File: src/rtl/core/lrf_ram.sv
module lrf_ram #(
  parameter int WIDTH = 8,
  parameter int DEPTH = 16
) (
  input  logic                     clk,
  input  logic                     wr_en,
  input  logic [$clog2(DEPTH)-1:0] wr_addr,
  input  logic [WIDTH-1:0]         wr_data,
  input  logic                     rd_en,
  input  logic [$clog2(DEPTH)-1:0] rd_addr,
  output logic [WIDTH-1:0]         rd_data
);

  logic [WIDTH-1:0] mem [DEPTH];

  always_ff @(posedge clk) begin
    if (wr_en) begin
      mem[wr_addr] <= wr_data;
    end
    if (rd_en) begin
      rd_data <= mem[rd_addr];
    end
  end

endmodule

File: config.mk
export PLATFORM = sky130hd
export DESIGN_NAME = lrf_ram
export DESIGN_NICKNAME = d
export VERILOG_FILES = /design/src/rtl/core/lrf_ram.sv
export SDC_FILE = /design/constraint.sdc
export NUM_CORES = 1
export LEC_CHECK = 0
export BUFFER_PORTS_ARGS = -buffer_cell sky130_fd_sc_hd__buf_4
export CORE_ASPECT_RATIO = 2
export CORE_MARGIN = 2
export CORE_UTILIZATION = 45
export CTS_CLUSTER_SIZE = 30
export DETAILED_ROUTE_END_ITERATION = 10
export SETUP_SLACK_MARGIN = 0.3
export SLEW_MARGIN = 20
export SYNTH_ARGS = -nofsm -noshare
export SYNTH_HDL_FRONTEND = slang
export SYNTH_SLANG_ARGS = --single-unit
File: constraint.sdc
create_clock -name clk -period 4.1 [get_ports clk]
set_input_delay 0.205 -clock clk [delete_from_list [all_inputs] [get_ports clk]]
set_output_delay 0.205 -clock clk [all_outputs]
set_load 0.05 [all_outputs]
Word level (Yosys, flattened, before mapping). Memory sizes are Yosys's and may differ from the RTL's. A register that Yosys moved wholly into a read port is not among the register bits. Cells that the tools add are included.

$add $sub $neg: 0. Multiply operators: 0. Divide/modulo/power cells: 0. $lt $le $gt $ge: 0. Eq/ne operators: 0. Shifts and indexed selects: 0. Muxes and demuxes: 2. Bitwise logic cells: 0. Reduce and logical (&&, ||, !) cells: 0.

Operator list (number): $mux 1 (2).

Register bits: 0. Latch bits: 0. Bits in writable memories: 128. ROM bits: 0. Input port bits: 19. Word-level logic and storage cells: 3. Memories kept: 1.

Memory list: mem (words 16, width 8, read ports 1, clocked after memory_dff 1, write ports 1, RTL line 14) `logic [WIDTH-1:0] mem [DEPTH];`.

Logic depth before layout (Yosys ltp).
Word-level depth: 2. Depth in mapped cells: 5. Depth with buffers taken out: 3.

Worst setup path after synthesis. No wires, ideal clock.

Kind: input to register. From: input port wr_addr[2]. To: memory mem[0][0], enable pin. Library setup time: 0.383 ns. Arrival: 1.315 ns. Path slack: 2.402 ns. Cell stages on the path: 2. Buffers on the path: 0. Cell sequence: or3b_2 -> nor3_1.

RTL lines: start: declaration (RTL line 7) `input logic [$clog2(DEPTH)-1:0] wr_addr,`; end: declaration (RTL line 14).

No word-level cell before the write port.

==> impl_metrics.env <==
export IMPL_drt_iter0_drc=78
export IMPL_cts_buffer_depth=2
export IMPL_fmax_mhz=643
export IMPL_dpl_hpwl_um=6460
export IMPL_routedWlPerCell_um=23.8
export IMPL_setup_ws_ps=2540
export IMPL_synthToLayoutAreaGrowth_pct=17.6
export IMPL_setup_worst_path_end_class="register"
export IMPL_clkTransAtPathRegs_ps=60
export IMPL_synth_seq_cells=136
export IMPL_finalSetupTns_ps=0
export IMPL_crit_arrival_ps=1710
export IMPL_num_antenna_cells=0
export IMPL_die_area_um2=12500
export IMPL_fp_dieH_um=156
export IMPL_max_cap_viol_count=0
export IMPL_vdd_drop_max_v=0.000320
export IMPL_coreArea_um2=11400
export IMPL_place_inst=388
export IMPL_port_buffers=26
export IMPL_drtAntennaViolNets=0
export IMPL_rsz0062_at_grt="no"
export IMPL_post_layout_nonfiller_instances=420
export IMPL_grt_util_all_layers_pct=17.7
export IMPL_cts_inserted_buffers=17
export IMPL_period_share_pct=38.0
export IMPL_grt_max_degree=33
export IMPL_firstDrtPassIters=4
export IMPL_cp_start_kind="input pin"
export IMPL_required_ps=4250
export IMPL_grt_pass1_vias=2575
export IMPL_place_worst_setup_slack_ps=1970
export IMPL_postCtsHoldBufs=0
export IMPL_htreeDepth=4
export IMPL_grt_pass1_wl_um=15200
export IMPL_synth_fp_nets=248
export IMPL_seq_area_um2=4080
export IMPL_yosysUniqueCellTypes=18
export IMPL_ys_warn_count=0
export IMPL_cp_slowest_cell="mux4_2"
export IMPL_cts_tree="built"
export IMPL_finalSetupViolations=0
export IMPL_overflow=0
export IMPL_antenna_found_initial=0
export IMPL_crit_type="input pin to register"
export IMPL_dr_total_vias=2394
export IMPL_drc=0
export IMPL_multi_input_area_um2=1070
export IMPL_slew_viol_final=0
export IMPL_report_final_hold_viol_count=0
export IMPL_syn_instance_count=229
export IMPL_period_minus_slack_ps=1560
export IMPL_ys_seq_area_share_pct=78.1
export IMPL_finalWirelength_um=10000
export IMPL_cp_buffers_inverters=1
export IMPL_dpl_cell_area_um2=5530
export IMPL_cts_sinks=136
export IMPL_pwr_density_cell_nw_per_um2=537
export IMPL_path_cells="buf_4 -> mux4_2 -> a22oi_1 -> nand2_1"
export IMPL_root_buffer="clkbuf_16"
export IMPL_nNetsFinal=284
export IMPL_p_leak_nw=2.02
export IMPL_post_route_cells_drive_above_1_share_pct=28.1
export IMPL_vias_per_cell=5.70
export IMPL_syn_area_um2=5230
export IMPL_synth_area_per_cell_um2=22.8
export IMPL_insertion_delay_ps=410
export IMPL_nFillCells=885
export IMPL_worstHoldPathType="input pin to register"
export IMPL_worst_slew_pin_slew_ps=1030
export IMPL_max_slew_margin_pct=30.8
export IMPL_cp_top_family="multiplexers"
export IMPL_cts_resized=0
export IMPL_fp_row_count=55
export IMPL_holdWs_ps=74.5
export IMPL_start_util_pct=46.0
export IMPL_fin_area_um2=6150
export IMPL_finClkSkew_ps=5.97
export IMPL_post_cts_buffers=0
export IMPL_io_pin_count=27
export IMPL_cpPeakStageDelay_ps=590
export IMPL_fp_dieW_um=80.2
export IMPL_place_congestion=0.776
export IMPL_status="complete, no violations"
export IMPL_cp_max_fo=32
metrics by stage:
stage          power (mW)  util [%]
2_1_floorplan        1.70         -
3_3_place_gp         1.77      48.7
3_5_place_dp         1.77      48.7
4_1_cts              3.32      54.1
5_1_grt              3.40      54.1
6_report             3.30      54.1
path summary, 6_finish.rpt:
check	from	to	slack, ps	depth (start not counted)
max	rd_addr[0]	rd_data[7]	2540	4
min	rd_en	rd_data[1]	70	1
max reg2reg	mem[3][7]	rd_data[7]	2600	3
min reg2reg	mem[15][1]	rd_data[1]	740	3
cells in the final DEF (no fill, tap or decap), types with 3 or more instances in the layout:
| master | instances |
|---|---|
| bufinv_16 | 4 |
| clkbuf_16 | 17 |
| nor2_1 | 13 |
| edfxtp_1 | 136 |
| mux4_2 | 18 |
| a22oi_1 | 16 |
| buf_4 | 27 |
| clkinv_2 | 3 |
| nand2_1 | 9 |
| nor3_2 | 3 |
| clkinvlp_4 | 5 |
| clkinv_1 | 3 |
| mux4_1 | 14 |
kinds of logic after synthesis:
| logic type | share of synthesized area, % |
|---|---|
| compound gates | 2.30 |
| flops | 78.1 |
| simple gates | 3.14 |
| mux | 14.8 |
| buf+inv | 1.65 |
metal layers:
layer  track usage (%)  part of all wire [%]
met3              4.61                   3.2
met1              20.3                    38
met2              31.3                    57
met5                 0                     0
met4              6.78                   1.7
registers in the layout, summed over array words and instances (netlist names):
signal and flops:
mem 128, rd_data 8
power by group:
part	switching [mW]	total [mW]	internal, mW
clock	0.555	1.56	1.01
sequential	0.00711	1.57	1.57
combinational	0.102	0.165	0.0631
total	0.664	3.30	2.64
synth_stat cells:
cell type        number  share of area, %
and2b_1               1              0.14
buf_6                 3              0.65
nand2b_1              2              0.24
buf_2                 3              0.29
mux4_1               14               7.0
mux4_2               18               7.8
edfxtp_1            136                78
or3b_2                1              0.17
clkdlybuf4s25_2       3              0.57
and2_1                1              0.12
nand3b_1              2              0.29
nand3_1               1             0.096
nand2_1               9              0.65
buf_4                 1              0.14
nor2b_1               1              0.12
nor3_1                4              0.38
a22oi_1              16               2.3
nor2_1               13              0.93
area by class of cell:
| cell class | instances | share of cell area [%] |
|---|---|---|
| Clock buffer | 17 | 6.92 |
| Clock inverter | 15 | 2.99 |
| Multi-Input combinational cell | 83 | 17.4 |
| Sequential cell | 136 | 66.4 |
| Tap cell | 142 | 2.89 |
| Timing Repair Buffer | 27 | 3.30 |
Note: power is estimated with default switching activity, not from simulation.
