<file path="src/rtl/core/lrf_pkg.sv">
package lrf_pkg;

  localparam int SIDE    = 512;
  localparam int COORD_W = 9;
  localparam int COUNT_W = 10;
  localparam int ROW_W   = $clog2(SIDE);
  localparam int SPAN_W  = COORD_W + 2;
  localparam int D_W     = COORD_W + 3;

  typedef logic [COORD_W-1:0] coord_t;
  typedef logic [ROW_W-1:0]   row_idx_t;
  typedef logic [COUNT_W-1:0] count_t;

  typedef enum logic [1:0] {
    CMD_CLEAR = 2'd0,
    CMD_DRAW  = 2'd1,
    CMD_READ  = 2'd2,
    CMD_NONE  = 2'd3
  } cmd_t;

  typedef enum logic [2:0] {
    ST_CLEAR,
    ST_IDLE,
    ST_DRAW,
    ST_READ,
    ST_DONE
  } state_t;

  typedef enum logic [1:0] {
    SP_IDLE,
    SP_SPAN,
    SP_ORIENT,
    SP_WALK
  } step_state_t;

  typedef struct packed {
    coord_t xa;
    coord_t ya;
    coord_t xb;
    coord_t yb;
  } line_t;

  typedef struct packed {
    logic   valid;
    logic   last;
    coord_t col;
    coord_t row;
  } pix_t;

  function automatic logic in_frame(coord_t col, coord_t row);
    return (32'(col) < SIDE) && (32'(row) < SIDE);
  endfunction

endpackage

</file>
<file path="src/rtl/core/lrf_stepper.sv">
module lrf_stepper (
  input  logic           clk,
  input  logic           rst_n,
  input  logic           start,
  input  lrf_pkg::line_t line,
  output lrf_pkg::pix_t  pix
);
  import lrf_pkg::*;

  step_state_t state_r, state_nxt;

  coord_t xa_r, ya_r, xb_r, yb_r;
  coord_t dx_r, dy_r;
  coord_t maj_r, maj_end_r, min_r;
  logic   x_major_r, step_neg_r;
  logic signed [D_W-1:0] d_r;
  logic [SPAN_W-1:0] inc_r, dec_r;

  logic   x_major, swap;
  coord_t maj0, end0, min0, far0, major, minor, span_diff;
  logic   last;

  always_comb begin
    x_major = dx_r >= dy_r;
    if (x_major) begin
      swap  = xa_r > xb_r;
      maj0  = swap ? xb_r : xa_r;
      end0  = swap ? xa_r : xb_r;
      min0  = swap ? yb_r : ya_r;
      far0  = swap ? ya_r : yb_r;
      major = dx_r;
      minor = dy_r;
    end else begin
      swap  = ya_r > yb_r;
      maj0  = swap ? yb_r : ya_r;
      end0  = swap ? ya_r : yb_r;
      min0  = swap ? xb_r : xa_r;
      far0  = swap ? xa_r : xb_r;
      major = dy_r;
      minor = dx_r;
    end
    span_diff = major - minor;
  end

  assign last = (maj_r == maj_end_r);

  always_comb begin
    state_nxt = state_r;
    unique case (state_r)
      SP_IDLE:   if (start) state_nxt = SP_SPAN;
      SP_SPAN:   state_nxt = SP_ORIENT;
      SP_ORIENT: state_nxt = SP_WALK;
      SP_WALK:   if (last) state_nxt = SP_IDLE;
      default:   state_nxt = SP_IDLE;
    endcase
  end

  always_comb begin
    pix.valid = (state_r == SP_WALK);
    pix.last  = last;
    pix.col   = x_major_r ? maj_r : min_r;
    pix.row   = x_major_r ? min_r : maj_r;
  end

  always_ff @(posedge clk) begin
    if (!rst_n) begin
      state_r <= SP_IDLE;
    end else begin
      state_r <= state_nxt;
    end
  end

  always_ff @(posedge clk) begin
    unique case (state_r)
      SP_IDLE: begin
        if (start) begin
          xa_r <= line.xa;
          ya_r <= line.ya;
          xb_r <= line.xb;
          yb_r <= line.yb;
        end
      end
      SP_SPAN: begin
        dx_r <= (xb_r > xa_r) ? xb_r - xa_r : xa_r - xb_r;
        dy_r <= (yb_r > ya_r) ? yb_r - ya_r : ya_r - yb_r;
      end
      SP_ORIENT: begin
        x_major_r  <= x_major;
        maj_r      <= maj0;
        maj_end_r  <= end0;
        min_r      <= min0;
        step_neg_r <= far0 < min0;
        d_r        <= $signed({3'b000, major}) - $signed({2'b00, minor, 1'b0});
        inc_r      <= {1'b0, span_diff, 1'b0};
        dec_r      <= {1'b0, minor, 1'b0};
      end
      SP_WALK: begin
        maj_r <= maj_r + 1'b1;
        if (d_r[D_W-1]) begin
          min_r <= step_neg_r ? min_r - 1'b1 : min_r + 1'b1;
          d_r   <= d_r + $signed({1'b0, inc_r});
        end else begin
          d_r   <= d_r - $signed({1'b0, dec_r});
        end
      end
      default: ;
    endcase
  end

endmodule

</file>
<file path="config.mk">
export PLATFORM = sky130hd
export DESIGN_NAME = lrf_stepper
export DESIGN_NICKNAME = d
export VERILOG_FILES = /design/src/rtl/core/lrf_pkg.sv /design/src/rtl/core/lrf_stepper.sv
export SDC_FILE = /design/constraint.sdc
export NUM_CORES = 1
export LEC_CHECK = 0
export ABC_CLOCK_PERIOD_IN_PS = 5000
export BUFFER_PORTS_ARGS = -buffer_cell sky130_fd_sc_hd__buf_2
export CAP_MARGIN = 20
export CELL_PAD_IN_SITES_DETAIL_PLACEMENT = 0
export CELL_PAD_IN_SITES_GLOBAL_PLACEMENT = 2
export CORE_MARGIN = 1
export CORE_UTILIZATION = 40
export DETAILED_ROUTE_END_ITERATION = 12
export PLACE_DENSITY = 0.85
export SYNTH_ARGS = -nofsm -noshare
export SYNTH_HDL_FRONTEND = slang
export SYNTH_SLANG_ARGS = --single-unit
</file>
<file path="constraint.sdc">
create_clock -name clk -period 5 [get_ports clk]
set_input_delay 0.75 -clock clk [delete_from_list [all_inputs] [get_ports clk]]
set_output_delay 0.75 -clock clk [all_outputs]
set_load 0.01 [all_outputs]
</file>
Yosys cells after proc, flatten, opt, wreduce, memory -nomap -nowiden. Index checks and enable logic that the tools add are counted.

Add/sub/neg operators: 11. Magnitude comparators: 6. Eq/ne operators: 7. Muxes and demuxes: 27. Reductions and logical operators: 5.

Operators by type and width (number): $mux W9 (20); $sub A9 B9 Y9 (5); $gt A9 B9 Y1 (4); $pmux W9 S2 (2); $pmux W12 S2 (1); $add A9 B1 Y9 const B (2); $add A12 B11 Y12 (1); $mux W12 (1); $sub A12 B11 Y12 (1); $sub A9 B10 Y11 (1); $eq A9 B9 Y1 (1); $ge A9 B9 Y1 (1); $lt A9 B9 Y1 (1); $sub A9 B1 Y9 const B (1); $pmux W2 S4 (1); $reduce_and A2 Y1 (3); $eq A2 B2 Y1 const B (2); $mux W2 (2); $ne A2 B1 Y1 const B (2); $eq A2 B1 Y1 const B (1); $logic_not A2 Y1 (1); $ne A2 B2 Y1 const B (1); $reduce_bool A2 Y1 (1).

Register bits after elaboration: 115. Input port bits: 39.

Longest topological paths before layout.
Depth after elaboration: 4. Mapped depth: 22.

Least setup slack after synthesis. No wires, ideal clock.

Path kind: register to register. From: register dx_r[7]. To: register d_r[9], data pin. Arrival time: 3.627 ns. Setup slack: 1.103 ns. Stages on the path, launching flop included: 22. Buffers on the path: 4. Period minus slack after synthesis: 3.897 ns. Path through: edfxtp_1 > ha_1 > buf_2 > and4_1 > o21ai_1 > a21oi_2 > nor2_1 > inv_2 > buf_2 > clkbuf_1 > buf_1 > o21ai_0 > ha_1 > fa_1 > nor2b_1 > o21ai_0 > nand2b_1 > a21o_1 > a21o_1 > a31oi_1 > xnor2_1 > o21ai_0.

Word-level cells in the longest chain between the ends: 4. Elaborated cells on any way between the ends: 5.

Ends and longest elaborated chain: start: declaration (RTL line lrf_stepper.sv:13) `coord_t dx_r, dy_r;`; start signal: assignment (RTL line lrf_stepper.sv:84) `dx_r <= (xb_r > xa_r) ? xb_r - xa_r : xa_r - xb_r;`; $ge A9 B9 Y1 (RTL line lrf_stepper.sv:24) `x_major = dx_r >= dy_r;`; via x_major (RTL line lrf_stepper.sv:19) `logic x_major, swap;`; $mux W9 (RTL line lrf_stepper.sv:25) `if (x_major) begin`; via minor[0] (RTL line lrf_stepper.sv:20) `coord_t maj0, end0, min0, far0, major, minor, span_diff;`; $sub A9 B10 Y11 (RTL line lrf_stepper.sv:93) `d_r <= $signed({3'b000, major}) - $signed({2'b00, minor, 1'b0});`; $pmux W12 S2 (RTL line lrf_stepper.sv:74) `unique case (state_r)`; end signal: assignment (RTL line lrf_stepper.sv:93); end signal: assignment (RTL line lrf_stepper.sv:101) `d_r <= d_r + $signed({1'b0, inc_r});`; end signal: assignment (RTL line lrf_stepper.sv:103) `d_r <= d_r - $signed({1'b0, dec_r});`; end: declaration (RTL line lrf_stepper.sv:16) `logic signed [D_W-1:0] d_r;`.

The timed path passes the listed nets, and every way through them passes these cells. A chain may end at the register's enable or synchronous reset.

Worst setup path after layout.
From: register yb_r[6]. To: register step_neg_r, data pin.

Word-level cells in the longest chain between the ends: 4. Elaborated cells on any way between the ends: 8.

Ends and longest elaborated chain: start: declaration (RTL line lrf_stepper.sv:12) `coord_t xa_r, ya_r, xb_r, yb_r;`; start signal: assignment (RTL line lrf_stepper.sv:80) `yb_r <= line.yb;`; $gt A9 B9 Y1 (RTL line lrf_stepper.sv:34) `swap = ya_r > yb_r;`; $mux W9, on equally long branches (RTL line lrf_stepper.sv:38, lrf_stepper.sv:37); $mux W9 (RTL line lrf_stepper.sv:25); $lt A9 B9 Y1 (*) (RTL line lrf_stepper.sv:92) `step_neg_r <= far0 < min0;`; end signal: assignment (RTL line lrf_stepper.sv:92); end: declaration (RTL line lrf_stepper.sv:15) `logic x_major_r, step_neg_r;`.

Mark *: on every way between the ends. The rest lies on a longest branch, timed or not.

==> metrics.txt <==
register-to-register setup slack=between 0.4 and 0.5 ns; synth warn=0; Fmax=220.3 MHz; crit path max fanout=22; First DRT Iteration DRCs=~450; Worst setup SP type=flop; first-pass GRT wire length=39740 µm; GRT Total Usage=21.90%; area grow syn2layout=11.11%; CTS sink cnt=114; Tmin final=4.540 ns; xor/xnor share of the synthesized area=5.752%; final hold violation count=0; mux contribution to synthesized area=8.946%; Synth area leaders=edfxtp_1, ha_1, mux2i_1, o21ai_0, a21oi_1; Fillers=2233; # DRC=0; Die H=155.6 µm; Rows=55; post-route clock period utilization=90.80%; die width=155.6 µm; status=finished, final reports clean; CP Launch Point=yb_r[6]$_DFFE_PP_; port bufs=58; fin nets=1171; flip-flop and latch area=3403 µm²; initial core utilization=41.20%; post-CTS setup buffers=0; FF-to-FF Start=yb_r[6]$_DFFE_PP_; post-synthesis compound-gate area fraction=17.77%; CP arrival=4.84 ns; area of the multi-input gates=5505 µm²; Gate Count Post-Synth=995; final setup fails=0; routed via count=7333; CTS tree=yes; Synth Register Bits=114; CP Data Required Time=5.30 ns; critical path endpoint=step_neg_r$_DFFE_PP_; RSZ-0062 raised after global routing=no; EDFF count, synth=between 100 and 150; GRT overflow=0; Final Wtd Congestion=0.9066; Async SR Flop Fraction=0%; Final Skew=0.02103 ns; drt wl/cell=18.76 µm; vias per inst=5.372; simple-gate area share of the yosys netlist=12.90%; cells on worst reg2reg path=16; H-tree levels=4; area leader, netlist=edfxtp_1; crit path kind=reg2reg; HP Class=in2reg; Seq/Total Area, Yosys=about 36%; layout cells sized above 1=around 14%; diode count=0; DP HPWL=20000 µm; Core ar.=approximately 23000 µm²; Worst-Skew Late Latency=roughly 0.44 ns; Post-Syn Area=9440 µm²; ys flop type=edfxtp_1; initial antenna violation count=0; critical path capture point type=flop; syn nets=1127; combinational family with the most area after synthesis=compound AO/OA/AOI/OAI gates; CTS resizes=0; Post-Route WL=25610 µm; Netlist cell types=77; Worst-path clk slew=~0.06 ns; # hold bufs at CTS=0; clock tree root driver cell=clkbuf_16; I/O pin cnt=between 50 and 60; Worst Tran Pin Value=0.9999 ns; max_cap viols=0; total negative slack=0 ns; relative slew slack=about a third; Clock Path Buffers=2; Slew Viols, Final=0; R2R Path End=step_neg_r$_DFFE_PP_; vias in the first global route=6931; pin count of the biggest net entering global routing=37; top-area cell type share of the netlist area=35.63%; Die Area=24220 µm²; Antenna Nets Post-Route=0; total CTS buffers=17; DRT Pass-1 Iters=8; Mapped Avg Cell Area=9.488 µm²; Synth Area in Adders=12.88%
[critical path, stage by stage, from the launching register on]
cell	delay, ns
edfxtp_1	0.46
ha_1	0.51
nand4_2	0.21
nor4_4	0.58
a21oi_1	0.06
a21bo_2	0.52
buf_4	0.33
mux2i_1	0.22
mux2i_1	0.13
ha_1	0.35
a21o_1	0.17
a21o_1	0.17
a21o_1	0.16
a21oi_1	0.14
nor2b_1	0.06
o21ai_0	0.13
and3_1	0.17
[routing by layer]
metal  vias up  share of wire, %  track usage, %
li1       3675                 -               -
met1      3454                52           33.32
met2       187                42           31.75
met3        17               4.8           4.083
met4         0              0.80           4.855
met5         -                 0               0
[flip-flops by register name, indices dropped and copies added (netlist names)]
register,flops
d_r,11
dec_r,9
dx_r,9
dy_r,9
inc_r,9
maj_end_r,9
maj_r,9
min_r,9
xa_r,9
xb_r,9
ya_r,9
yb_r,9
state_r,2
step_neg_r,1
x_major_r,1
[cell usage after synthesis (15+ instances only)]
cell type,count
nand2_1,84
xor2_1,25
xnor2_1,37
a21o_1,21
mux2_2,28
a21oi_1,74
ha_1,86
edfxtp_1,112
nand3_1,23
inv_1,82
mux2i_1,50
o21ai_0,75
buf_2,15
clkbuf_1,15
nor2_1,82
[worst min-delay path by stage]
stage	startpoint	endpoint	cells after the start
floorplan	state_r[1]$_SDFFE_PN0P_	state_r[1]$_SDFFE_PN0P_	2
CTS	line[3]	yb_r[3]$_DFFE_PP_	1
global placement	state_r[1]$_SDFFE_PN0P_	state_r[1]$_SDFFE_PN0P_	2
detailed placement	state_r[1]$_SDFFE_PN0P_	state_r[1]$_SDFFE_PN0P_	2
finish	line[6]	yb_r[6]$_DFFE_PP_	1
global route	line[11]	xb_r[2]$_DFFE_PP_	1
[final cells by class]
cell class / count / area share (%)
clock buffer: 22 / 4.330
clock inverter: 10 / 0.6203
inverter: 83 / 2.970
multi-input combinational: 756 / 52.49
sequential: 114 / 32.45
tap: 313 / 3.734
timing repair buffer: 67 / 3.412
[logic make-up (layout without fill, tap and decap cells)]
logic type,count (synthesis),after routing
compound gates,262,262
xor+xnor,62,62
fa+ha+maj,93,93
buf+inv,125,182
flops,114,114
mux,80,80
simple gates,259,259
[placed cells by master (no fill, tap or decap), types with 7 or more instances in the layout]
master / n
a21o_1: 21
a21oi_1: 74
buf_2: 58
buf_4: 9
clkbuf_16: 17
edfxtp_1: 112
fa_1: 7
ha_1: 86
inv_1: 82
mux2_2: 28
mux2i_1: 50
nand2_1: 83
nand2b_1: 8
nand3_1: 23
nor2_1: 81
nor2b_1: 12
nor3_1: 12
o21ai_0: 75
o21ai_1: 13
xnor2_1: 37
xor2_1: 25
[per-stage QoR]
stage                     cell area [µm²]  std cells  hold WS, ns  setup slack (ns)  util (%)
after floorplan                      9440        995       0.5175             1.103         -
after global placement               9970       1333       0.5455            0.4474     43.51
after detailed placement             9970       1333       0.5531            0.4809     43.51
after CTS                           10490       1365       0.4795            0.4633     45.77
after global routing                10490       1365       0.4795           0.02861     45.77
final                               10490       1365       0.4821            0.4599     45.77
Power is left out: the tool's default activity adds up to more than one toggle a clock period on the data nets, which glitch-free logic cannot reach.
